--- src/rtl/core/trapezoid_pulse_waveform_generator_unit_assert.svh ---
// ---------------------------------------------------------------------------
// Trapezoid pulse generator assertion macros
// Concurrent checks clocked on clk and disabled while arst_n is low.
// ---------------------------------------------------------------------------
`ifndef TRAPEZOID_PULSE_WAVEFORM_GENERATOR_UNIT_ASSERT_SVH
`define TRAPEZOID_PULSE_WAVEFORM_GENERATOR_UNIT_ASSERT_SVH

// same-cycle implication
`define TPWG_ASSERT_IMPLY(lbl, ante, cons) \
	lbl: assert property (@(posedge clk) disable iff (!arst_n) (ante) |-> (cons)) \
		else $error("tpwg: implication check failed");

// next-cycle implication
`define TPWG_ASSERT_NEXT(lbl, ante, cons) \
	lbl: assert property (@(posedge clk) disable iff (!arst_n) (ante) |=> (cons)) \
		else $error("tpwg: next-cycle check failed");

`endif

--- src/rtl/core/tpwg_pkg.sv ---
// ---------------------------------------------------------------------------
// Trapezoid pulse generator package
// Shared constants, register map and control word type.
// ---------------------------------------------------------------------------
`default_nettype none

package tpwg_pkg;

	localparam int TIME_BITS_DEF  = 48;
	localparam int LEVEL_BITS_DEF = 32;

	localparam int APB_AW = 6;
	localparam int APB_DW = 64;

	localparam logic [2:0] REG_START_DELAY   = 3'd0;
	localparam logic [2:0] REG_LOW_LEVEL     = 3'd1;
	localparam logic [2:0] REG_HIGH_LEVEL    = 3'd2;
	localparam logic [2:0] REG_REPEAT_PERIOD = 3'd3;
	localparam logic [2:0] REG_RISE_TIME     = 3'd4;
	localparam logic [2:0] REG_FALL_TIME     = 3'd5;
	localparam logic [2:0] REG_TOP_WIDTH     = 3'd6;

	localparam logic [1:0] ERR_NONE   = 2'd0;
	localparam logic [1:0] ERR_RISE   = 2'd1;
	localparam logic [1:0] ERR_PERIOD = 2'd2;

	typedef struct packed {
		logic       is_edge;
		logic       has_brk;
		logic [1:0] err;
	} tpwg_ctl_t;

endpackage

`default_nettype wire

--- src/rtl/core/tpwg_seg.sv ---
// ---------------------------------------------------------------------------
// Trapezoid pulse generator segment decode
// Picks the pulse segment, edge operands and the next corner time.
// ---------------------------------------------------------------------------
`default_nettype none

module tpwg_seg
	import tpwg_pkg::*;
#(
	parameter int TIME_BITS  = TIME_BITS_DEF,
	parameter int LEVEL_BITS = LEVEL_BITS_DEF
) (
	input  wire logic                  clk,
	input  wire logic                  arst_n,
	input  wire logic                  en,
	input  wire logic                  i_vld,
	input  wire logic [TIME_BITS-1:0]  i_t,
	input  wire logic                  i_pre,
	input  wire logic [TIME_BITS-1:0]  i_el,
	input  wire logic [TIME_BITS-1:0]  start_delay,
	input  wire logic [LEVEL_BITS-1:0] low_level,
	input  wire logic [LEVEL_BITS-1:0] high_level,
	input  wire logic [TIME_BITS-1:0]  repeat_period,
	input  wire logic [TIME_BITS-1:0]  rise_time,
	input  wire logic [TIME_BITS-1:0]  fall_time,
	input  wire logic [1:0]            err,
	input  wire logic [TIME_BITS:0]    bnd_top,
	input  wire logic [TIME_BITS+1:0]  bnd_fall,
	output logic                       o_vld,
	output tpwg_ctl_t                  o_ctl,
	output logic      [TIME_BITS-1:0]  o_brk,
	output logic      [TIME_BITS-1:0]  o_e,
	output logic      [TIME_BITS-1:0]  o_d,
	output logic      [LEVEL_BITS-1:0] o_from,
	output logic                       o_neg,
	output logic      [LEVEL_BITS-1:0] o_mag,
	output logic      [LEVEL_BITS-1:0] o_lvl
);

	logic                  lt_rise, lt_top, lt_fall, add_t;
	logic [TIME_BITS+1:0]  elx, off_top, rem;
	tpwg_ctl_t             ctl;
	logic [TIME_BITS-1:0]  e, d;
	logic [LEVEL_BITS-1:0] from, to, lvl;

	logic                  vld_s1, vld_s2;
	tpwg_ctl_t             ctl_s1, ctl_s2;
	logic [TIME_BITS-1:0]  base_s1, e_s1, d_s1, e_s2, d_s2, brk_s2;
	logic [TIME_BITS+1:0]  rem_s1;
	logic [LEVEL_BITS-1:0] from_s1, to_s1, lvl_s1, from_s2, mag_s2, lvl_s2;
	logic                  neg_s2;

	logic [TIME_BITS+2:0]  sum;
	logic [TIME_BITS-1:0]  brk;
	logic [LEVEL_BITS:0]   diff, mag_full;

	assign elx     = {2'b00, i_el};
	assign off_top = elx - {1'b0, bnd_top};
	assign lt_rise = i_el < rise_time;
	assign lt_top  = elx < {1'b0, bnd_top};
	assign lt_fall = elx < bnd_fall;

	always_comb begin
		ctl         = '0;
		ctl.err     = err;
		add_t       = 1'b1;
		rem         = '0;
		e           = i_el;
		d           = rise_time;
		from        = low_level;
		to          = high_level;
		lvl         = low_level;
		priority if (err != ERR_NONE) begin
			add_t = 1'b0;
		end else if (i_pre) begin
			ctl.has_brk = 1'b1;
			add_t       = 1'b0;
			rem         = {2'b00, start_delay};
		end else if (lt_rise) begin
			ctl.is_edge = 1'b1;
			ctl.has_brk = 1'b1;
			rem         = {2'b00, rise_time - i_el};
		end else if (lt_top) begin
			lvl         = high_level;
			ctl.has_brk = 1'b1;
			rem         = {1'b0, bnd_top} - elx;
		end else if (fall_time == '0) begin
			// zero fall: hold the top level, no corner
			lvl = high_level;
		end else if (lt_fall) begin
			ctl.is_edge = 1'b1;
			ctl.has_brk = 1'b1;
			e           = off_top[TIME_BITS-1:0];
			d           = fall_time;
			from        = high_level;
			to          = low_level;
			rem         = bnd_fall - elx;
		end else if (repeat_period != '0) begin
			ctl.has_brk = 1'b1;
			rem         = {2'b00, repeat_period - i_el};
		end else begin
			add_t = 1'b0;
		end
	end

	always_ff @(posedge clk or negedge arst_n) begin
		if (!arst_n) begin
			vld_s1 <= 1'b0;
			vld_s2 <= 1'b0;
		end else if (en) begin
			vld_s1 <= i_vld;
			vld_s2 <= vld_s1;
		end
	end

	always_ff @(posedge clk) begin
		if (en) begin
			ctl_s1  <= ctl;
			base_s1 <= add_t ? i_t : '0;
			rem_s1  <= rem;
			e_s1    <= e;
			d_s1    <= d;
			from_s1 <= from;
			to_s1   <= to;
			lvl_s1  <= lvl;
		end
	end

	// saturate the corner time at the top of the tick range
	assign sum      = {3'b000, base_s1} + {1'b0, rem_s1};
	assign brk      = (|sum[TIME_BITS+2:TIME_BITS]) ? '1 : sum[TIME_BITS-1:0];
	assign diff     = {to_s1[LEVEL_BITS-1], to_s1} - {from_s1[LEVEL_BITS-1], from_s1};
	assign mag_full = diff[LEVEL_BITS] ? -diff : diff;

	always_ff @(posedge clk) begin
		if (en) begin
			ctl_s2  <= ctl_s1;
			brk_s2  <= ctl_s1.has_brk ? brk : '0;
			e_s2    <= e_s1;
			d_s2    <= d_s1;
			from_s2 <= from_s1;
			neg_s2  <= diff[LEVEL_BITS];
			mag_s2  <= mag_full[LEVEL_BITS-1:0];
			lvl_s2  <= lvl_s1;
		end
	end

	assign o_vld  = vld_s2;
	assign o_ctl  = ctl_s2;
	assign o_brk  = brk_s2;
	assign o_e    = e_s2;
	assign o_d    = d_s2;
	assign o_from = from_s2;
	assign o_neg  = neg_s2;
	assign o_mag  = mag_s2;
	assign o_lvl  = lvl_s2;

endmodule

`default_nettype wire

--- config.mk ---
export PLATFORM = sky130hd
export DESIGN_NAME = tpwg_seg
export DESIGN_NICKNAME = d
export VERILOG_FILES = /design/src/rtl/core/trapezoid_pulse_waveform_generator_unit_assert.svh /design/src/rtl/core/tpwg_pkg.sv /design/src/rtl/core/tpwg_seg.sv
export SDC_FILE = /design/constraint.sdc
export NUM_CORES = 2
export LEC_CHECK = 0
export BUFFER_PORTS_ARGS = -buffer_cell sky130_fd_sc_hd__clkbuf_2
export CORE_ASPECT_RATIO = 0.7
export CORE_MARGIN = 2
export CORE_UTILIZATION = 50
export DETAILED_ROUTE_END_ITERATION = 7
export PLACE_DENSITY = 0.73
export SLEW_MARGIN = 20
export SYNTH_ARGS = -nofsm -noshare
export SYNTH_HDL_FRONTEND = slang
export SYNTH_SLANG_ARGS = --single-unit
--- constraint.sdc ---
create_clock -name clk -period 3.9 [get_ports clk]
set_input_delay 0.78 -clock clk [delete_from_list [all_inputs] [get_ports clk]]
set_output_delay 0.78 -clock clk [all_outputs]
set_load 0.05 [all_outputs]
**After elaboration in Yosys (flattened, before gate mapping)**

Index checks and enable logic that the tools add are counted.

- Output and inout port bits: 246
- Register bits: 541
- Bits of input ports: 458

- Order comparisons: 3
- Add/sub/neg operators: 8
- Reductions and logical operators: 6
- Multiplexer cells: 50

Operator list:

| kind | count |
|---|---|
| two-way mux 48 bit | 16 |
| two-way mux 32 bit | 18 |
| two-way mux 50 bit | 3 |
| subtractor 48 bit | 3 |
| adder 48 x 50 -> 51 bit | 1 |
| less-than comparator 48 x 50 -> 1 bit | 1 |
| subtractor 49 x 48 -> 50 bit | 1 |
| subtractor 50 x 48 -> 50 bit | 1 |
| less-than comparator 48 x 49 -> 1 bit | 1 |
| zero test 48 bit | 1 |
| less-than comparator 48 bit | 1 |
| nonzero test 48 bit | 1 |
| subtractor 32 x 32 -> 33 bit | 1 |
| negation 32 bit | 1 |
| two-way mux 1 bit | 11 |
| OR reduction 3 bit | 2 |
| two-way mux 2 bit | 2 |
| nonzero test 2 bit | 1 |
| OR reduction 2 bit | 1 |

**Longest topological paths before layout**

- Word-level depth: 8
- Gate-level depth with buffers: 18
- Gate-level depth less buffers: 17

**Least setup slack after synthesis**

OpenSTA, ideal clock, no wires.

- Path kind: input to register
- Start: input bnd_fall[0]
- End: register d_s1[0] (data pin)
- Buffers on the path: 2
- Stages on the path: 16
- Arrival time: 3.820 ns
- Setup time: 0.262 ns
- Slack: -0.182 ns
- Path through: inv_1 -> ha_1 -> inv_1 -> fa_1 -> a21o_1 -> a221o_1 -> a221oi_4 -> o21ai_2 -> a31oi_4 -> o21a_4 -> a31oi_4 -> and2_4 -> nand2_2 -> buf_6 -> buf_6 -> mux2_1

- Cells in the longest elaborated chain, start to end: 7

RTL lines:

| item | line | source |
|---|---|---|
| start: declaration | tpwg_seg.sv:28 | `input wire logic [TIME_BITS+1:0] bnd_fall,` |
| less-than comparator 48 x 50 -> 1 bit | tpwg_seg.sv:61 | `assign lt_fall = elx < bnd_fall;` |
| two-way mux 48 bit | tpwg_seg.sv:90 | `end else if (lt_fall) begin` |
| two-way mux 48 bit | tpwg_seg.sv:87 | `end else if (fall_time == '0) begin` |
| two-way mux 48 bit | tpwg_seg.sv:83 | `end else if (lt_top) begin` |
| two-way mux 48 bit | tpwg_seg.sv:79 | `end else if (lt_rise) begin` |
| two-way mux 48 bit | tpwg_seg.sv:75 | `end else if (i_pre) begin` |
| two-way mux 48 bit | tpwg_seg.sv:73 | `priority if (err != ERR_NONE) begin` |
| net d[0] | tpwg_seg.sv:43 | `logic [TIME_BITS-1:0] e, d;` |
| end signal: assignment | tpwg_seg.sv:122 | `d_s1 <= d;` |
| end: declaration | tpwg_seg.sv:48 | `logic [TIME_BITS-1:0] base_s1, e_s1, d_s1, e_s2, d_s2, brk_s2;` |

The timed path passes the listed nets, and every way through them passes these cells.
A chain may end at the register's enable or synchronous reset.

**Final worst setup path**

- Start: register to_s1[0]
- End: register mag_s2[31], in the netlist o_mag[31] (data pin)

- Cells in the longest elaborated chain, start to end: 3

RTL lines:

| item | line | source |
|---|---|---|
| start: declaration | tpwg_seg.sv:50 | `logic [LEVEL_BITS-1:0] from_s1, to_s1, lvl_s1, from_s2, mag_s2, lvl_s2;` |
| start signal: assignment | tpwg_seg.sv:124 | `to_s1 <= to;` |
| subtractor 32 x 32 -> 33 bit (*) | tpwg_seg.sv:132 | `assign diff = {to_s1[LEVEL_BITS-1], to_s1} - {from_s1[LEVEL_BITS-1], from_s1};` |
| negation 32 bit | tpwg_seg.sv:133 | `assign mag_full = diff[LEVEL_BITS] ? -diff : diff;` |
| two-way mux 32 bit (*) | tpwg_seg.sv:133 |  |
| net mag_full[31] | tpwg_seg.sv:55 | `logic [LEVEL_BITS:0] diff, mag_full;` |
| end signal: assignment | tpwg_seg.sv:143 | `mag_s2 <= mag_full[LEVEL_BITS-1:0];` |
| end: declaration | tpwg_seg.sv:50 |  |

Mark *: on every way through the listed nets, which the timed path passes. The rest lies on a longest branch.

==> metrics <==
crit start category=flop; antenna violations before repair=24; wire length on met1=69720 um; top cell type by total area after synthesis=edfxtp_1; top post-synthesis cells by count=edfxtp_1 (539), a21oi_1 (377), ha_1 (319); residual DRC count=0; RSZ-0062 raised after global routing=true; drt wl/cell=24.11 um; CP Capture Type=flop; CORE AREA=78660 um2; crit path kind=flop to flop; first-pass GRT wire length=226300 um; Cell variety after synth=111; DR vias=39520; Root Buffer=clkbuf_16; number of global-route vias before repair=36140; CP startpoint=to_s1[0]; Final #Nets=6337; metal3 WL=16580 um; PnR worst setup slack=-52.21 ps; Slew Limit Headroom=40.44%; Setup Viol. Count Final=6; Layout Area Growth over Synthesis=37.48%; fin crit share=101.3%; WL final=160900 um; Area contributors post-synth=edfxtp_1 (41%), ha_1 (10%), a21oi_1 (4.8%), xnor2_1 (4.3%), a21o_1 (3.2%); max_cap viols=0; grt ovf=0; Mapped Avg Cell Area=10.02 um2; worst skew pair latency=660 ps; async set or reset register ratio after synthesis=0.3697%; Post-synth EDFFs=539; area share of the largest cell type after synthesis=40.79%; most common cell in the netlist=edfxtp_1; CTS tree=built; ys flop type=edfxtp_1; setup slack, reg-to-reg=-50 ps; failing checks=setup timing; worst-path maximum fanout=3; starting density of the core=50.45%; DP HPWL=129100 um; TNS Setup=-197.9 ps; Slew @ Worst Pin=893.5 ps; row count=86; Final Hold Fails=0; antenna viol nets, final=0; Finished Cell Area=54560 um2; die width=340.7 um; final cell count without fillers=6672; GPL Wtd Cong=1.039; H-Tree Depth=2; Vias/cell=5.923; Synth Register Bits=541; io pins=704; sequential cell area fraction in the yosys report=40.91%; Post-Route Skew=32.63 ps; Clock Path Buffers=3; PortBufs=703; Clock Sinks=541; 1st-pass router iterations=6; Worst EP required=4280 ps; Top Layer Used=met5; synthesized area=39680 um2; Die ar.=81670 um2; Post-Syn Instances=3959; Die Ht=239.7 um; Cells after DPL=6506; syn_nets=4743; share of layout cells above drive strength 1=36.51%; min-delay src=err[0]; DP Area=51400 um2; Max IR drop VDD=329.8 uV; arrival time of the worst setup path=4330 ps; fin. max-slew vios=0; post-layout total power=21100 uW; pwr/cell area=386.8 nW/um2; Iter 0 DRT Violations=4232; yosys warns=0; TritonCTS Buffers=52; clock slew at reported path FFs=70 ps; Hold WS=362.7 ps; Pleak=0.02481 uW; f_max=253.0 MHz; status=complete, but fails checks; worst r2r src=to_s1[0]; Tmin final=3952 ps; largest net degree at the start of global routing=98; path type of the worst min-delay path=primary input to flop; gr usage total=36.87%; wire length on met2=70090 um
## layout make-up
cell class | count | area, um2
Inverter | 219 | 833.3
Tap cell | 1056 | 1321
Clock inverter | 32 | 286.5
Timing Repair Buffer | 1714 | 11710
Antenna cell | 20 | 50.05
Fill cell | 6202 | 24100
Clock buffer | 65 | 1411
Multi-Input combinational cell | 3025 | 22710
Sequential cell | 541 | 16240
## what timing repair did
item | 4_1_cts | 5_1_grt
gates cloned | 0 | 7
pin swaps | 7 | 71
hold endpoints to repair | 2 | 0
endpoints found under the setup margin | 123 | 346
setup buffers | 2 | 39
resized for setup | 26 | 169
hold buffers | 1 | 0
## path summary, 6_finish.rpt
| check | end | cells past startpoint |
|---|---|---|
| hold / removal | ctl_s1[0] | 1 |
| min in group asynchronous | vld_s1 | 2 |
| hold reg to reg | o_d[25] | 0 |
| setup / recovery | o_mag[31] | 16 |
| setup reg to reg | o_mag[31] | 16 |
| max in group asynchronous | o_vld | 2 |
## logic make-up (layout without fill, tap and decap cells)
kind of cell / count (synthesis) / count (layout) / share of synthesized area [%]
buffers and inverters: 393 / 2030 / 4.159
adder cells (fa/ha/maj): 326 / 326 / 10.41
XOR/XNOR: 304 / 304 / 6.709
other: 0 / 20 / 0
flip-flops: 541 / 541 / 40.91
multiplexers: 157 / 157 / 4.433
AO/OA/AOI/OAI: 1291 / 1291 / 21.52
AND/OR/NAND/NOR: 947 / 947 / 11.85
## sequential cells by signal (all words and copies together) (netlist names), 48 cells and up
name     count
d_s1        48
e_s1        48
o_e         48
rem_s1      50
o_d         48
base_s1     48
o_brk       48
## power breakdown
part | switching [uW] | internal, uW | leakage, uW
combinational | 5120 | 3480 | 0.0187
sequential | 195 | 7080 | 0.00528
clock | 2380 | 2840 | 0.000820
total | 7690 | 13400 | 0.0248
## layer usage
layer | GRT usage, % | vias up
met5 | 0.5357 | -
met4 | 9.879 | 10
met3 | 7.341 | 282
met2 | 55.57 | 2089
met1 | 53.85 | 19060
li1 | - | 18080
## placed cells by master (no fill, tap or decap), types with 23 or more instances in the layout
master and instances:
buf_4 963, clkbuf_2 700, edfxtp_1 539, a21oi_1 349, ha_1 309, nand2_1 276, inv_1 211, nor2_1 194
xnor2_1 191, a21o_1 168, o21ai_0 132, xor2_1 109, mux2_1 103, o21a_1 99, o21ai_1 97, nand4_1 72
nor3_1 62, and2_1 61, clkbuf_16 59, o21bai_1 56, nand3_1 53, mux2_2 45, nor2b_1 39, and3_1 34
a31oi_1 32, buf_12 32, nor4_1 29, a21oi_2 26, o221ai_1 25, nand2b_1 24, a211oi_1 24, o22ai_1 23
## per-stage QoR
step                      util [%]  setup slack [ps]
final                        69.36            -52.21
after CTS                    67.69            -41.29
after floorplan                  -            -56.36
after global placement       65.34            -851.8
after detailed placement     65.34            -843.7
after global routing         69.35            -216.6
## worst max-delay path: stages (launching register included)
cell and delay [ps]:
edfxtp_1 390, inv_2 80, ha_4 160, inv_4 40, fa_2 420, a211oi_4 270
o21ai_2 140, a211o_1 330, nand4_1 230, a31o_4 250, a31oi_1 100, xor2_1 200
nor3_2 260, nand4_1 250, o31a_1 350, a21oi_2 140, xnor2_1 80
No activity file was read; power rests on OpenSTA's default activity.
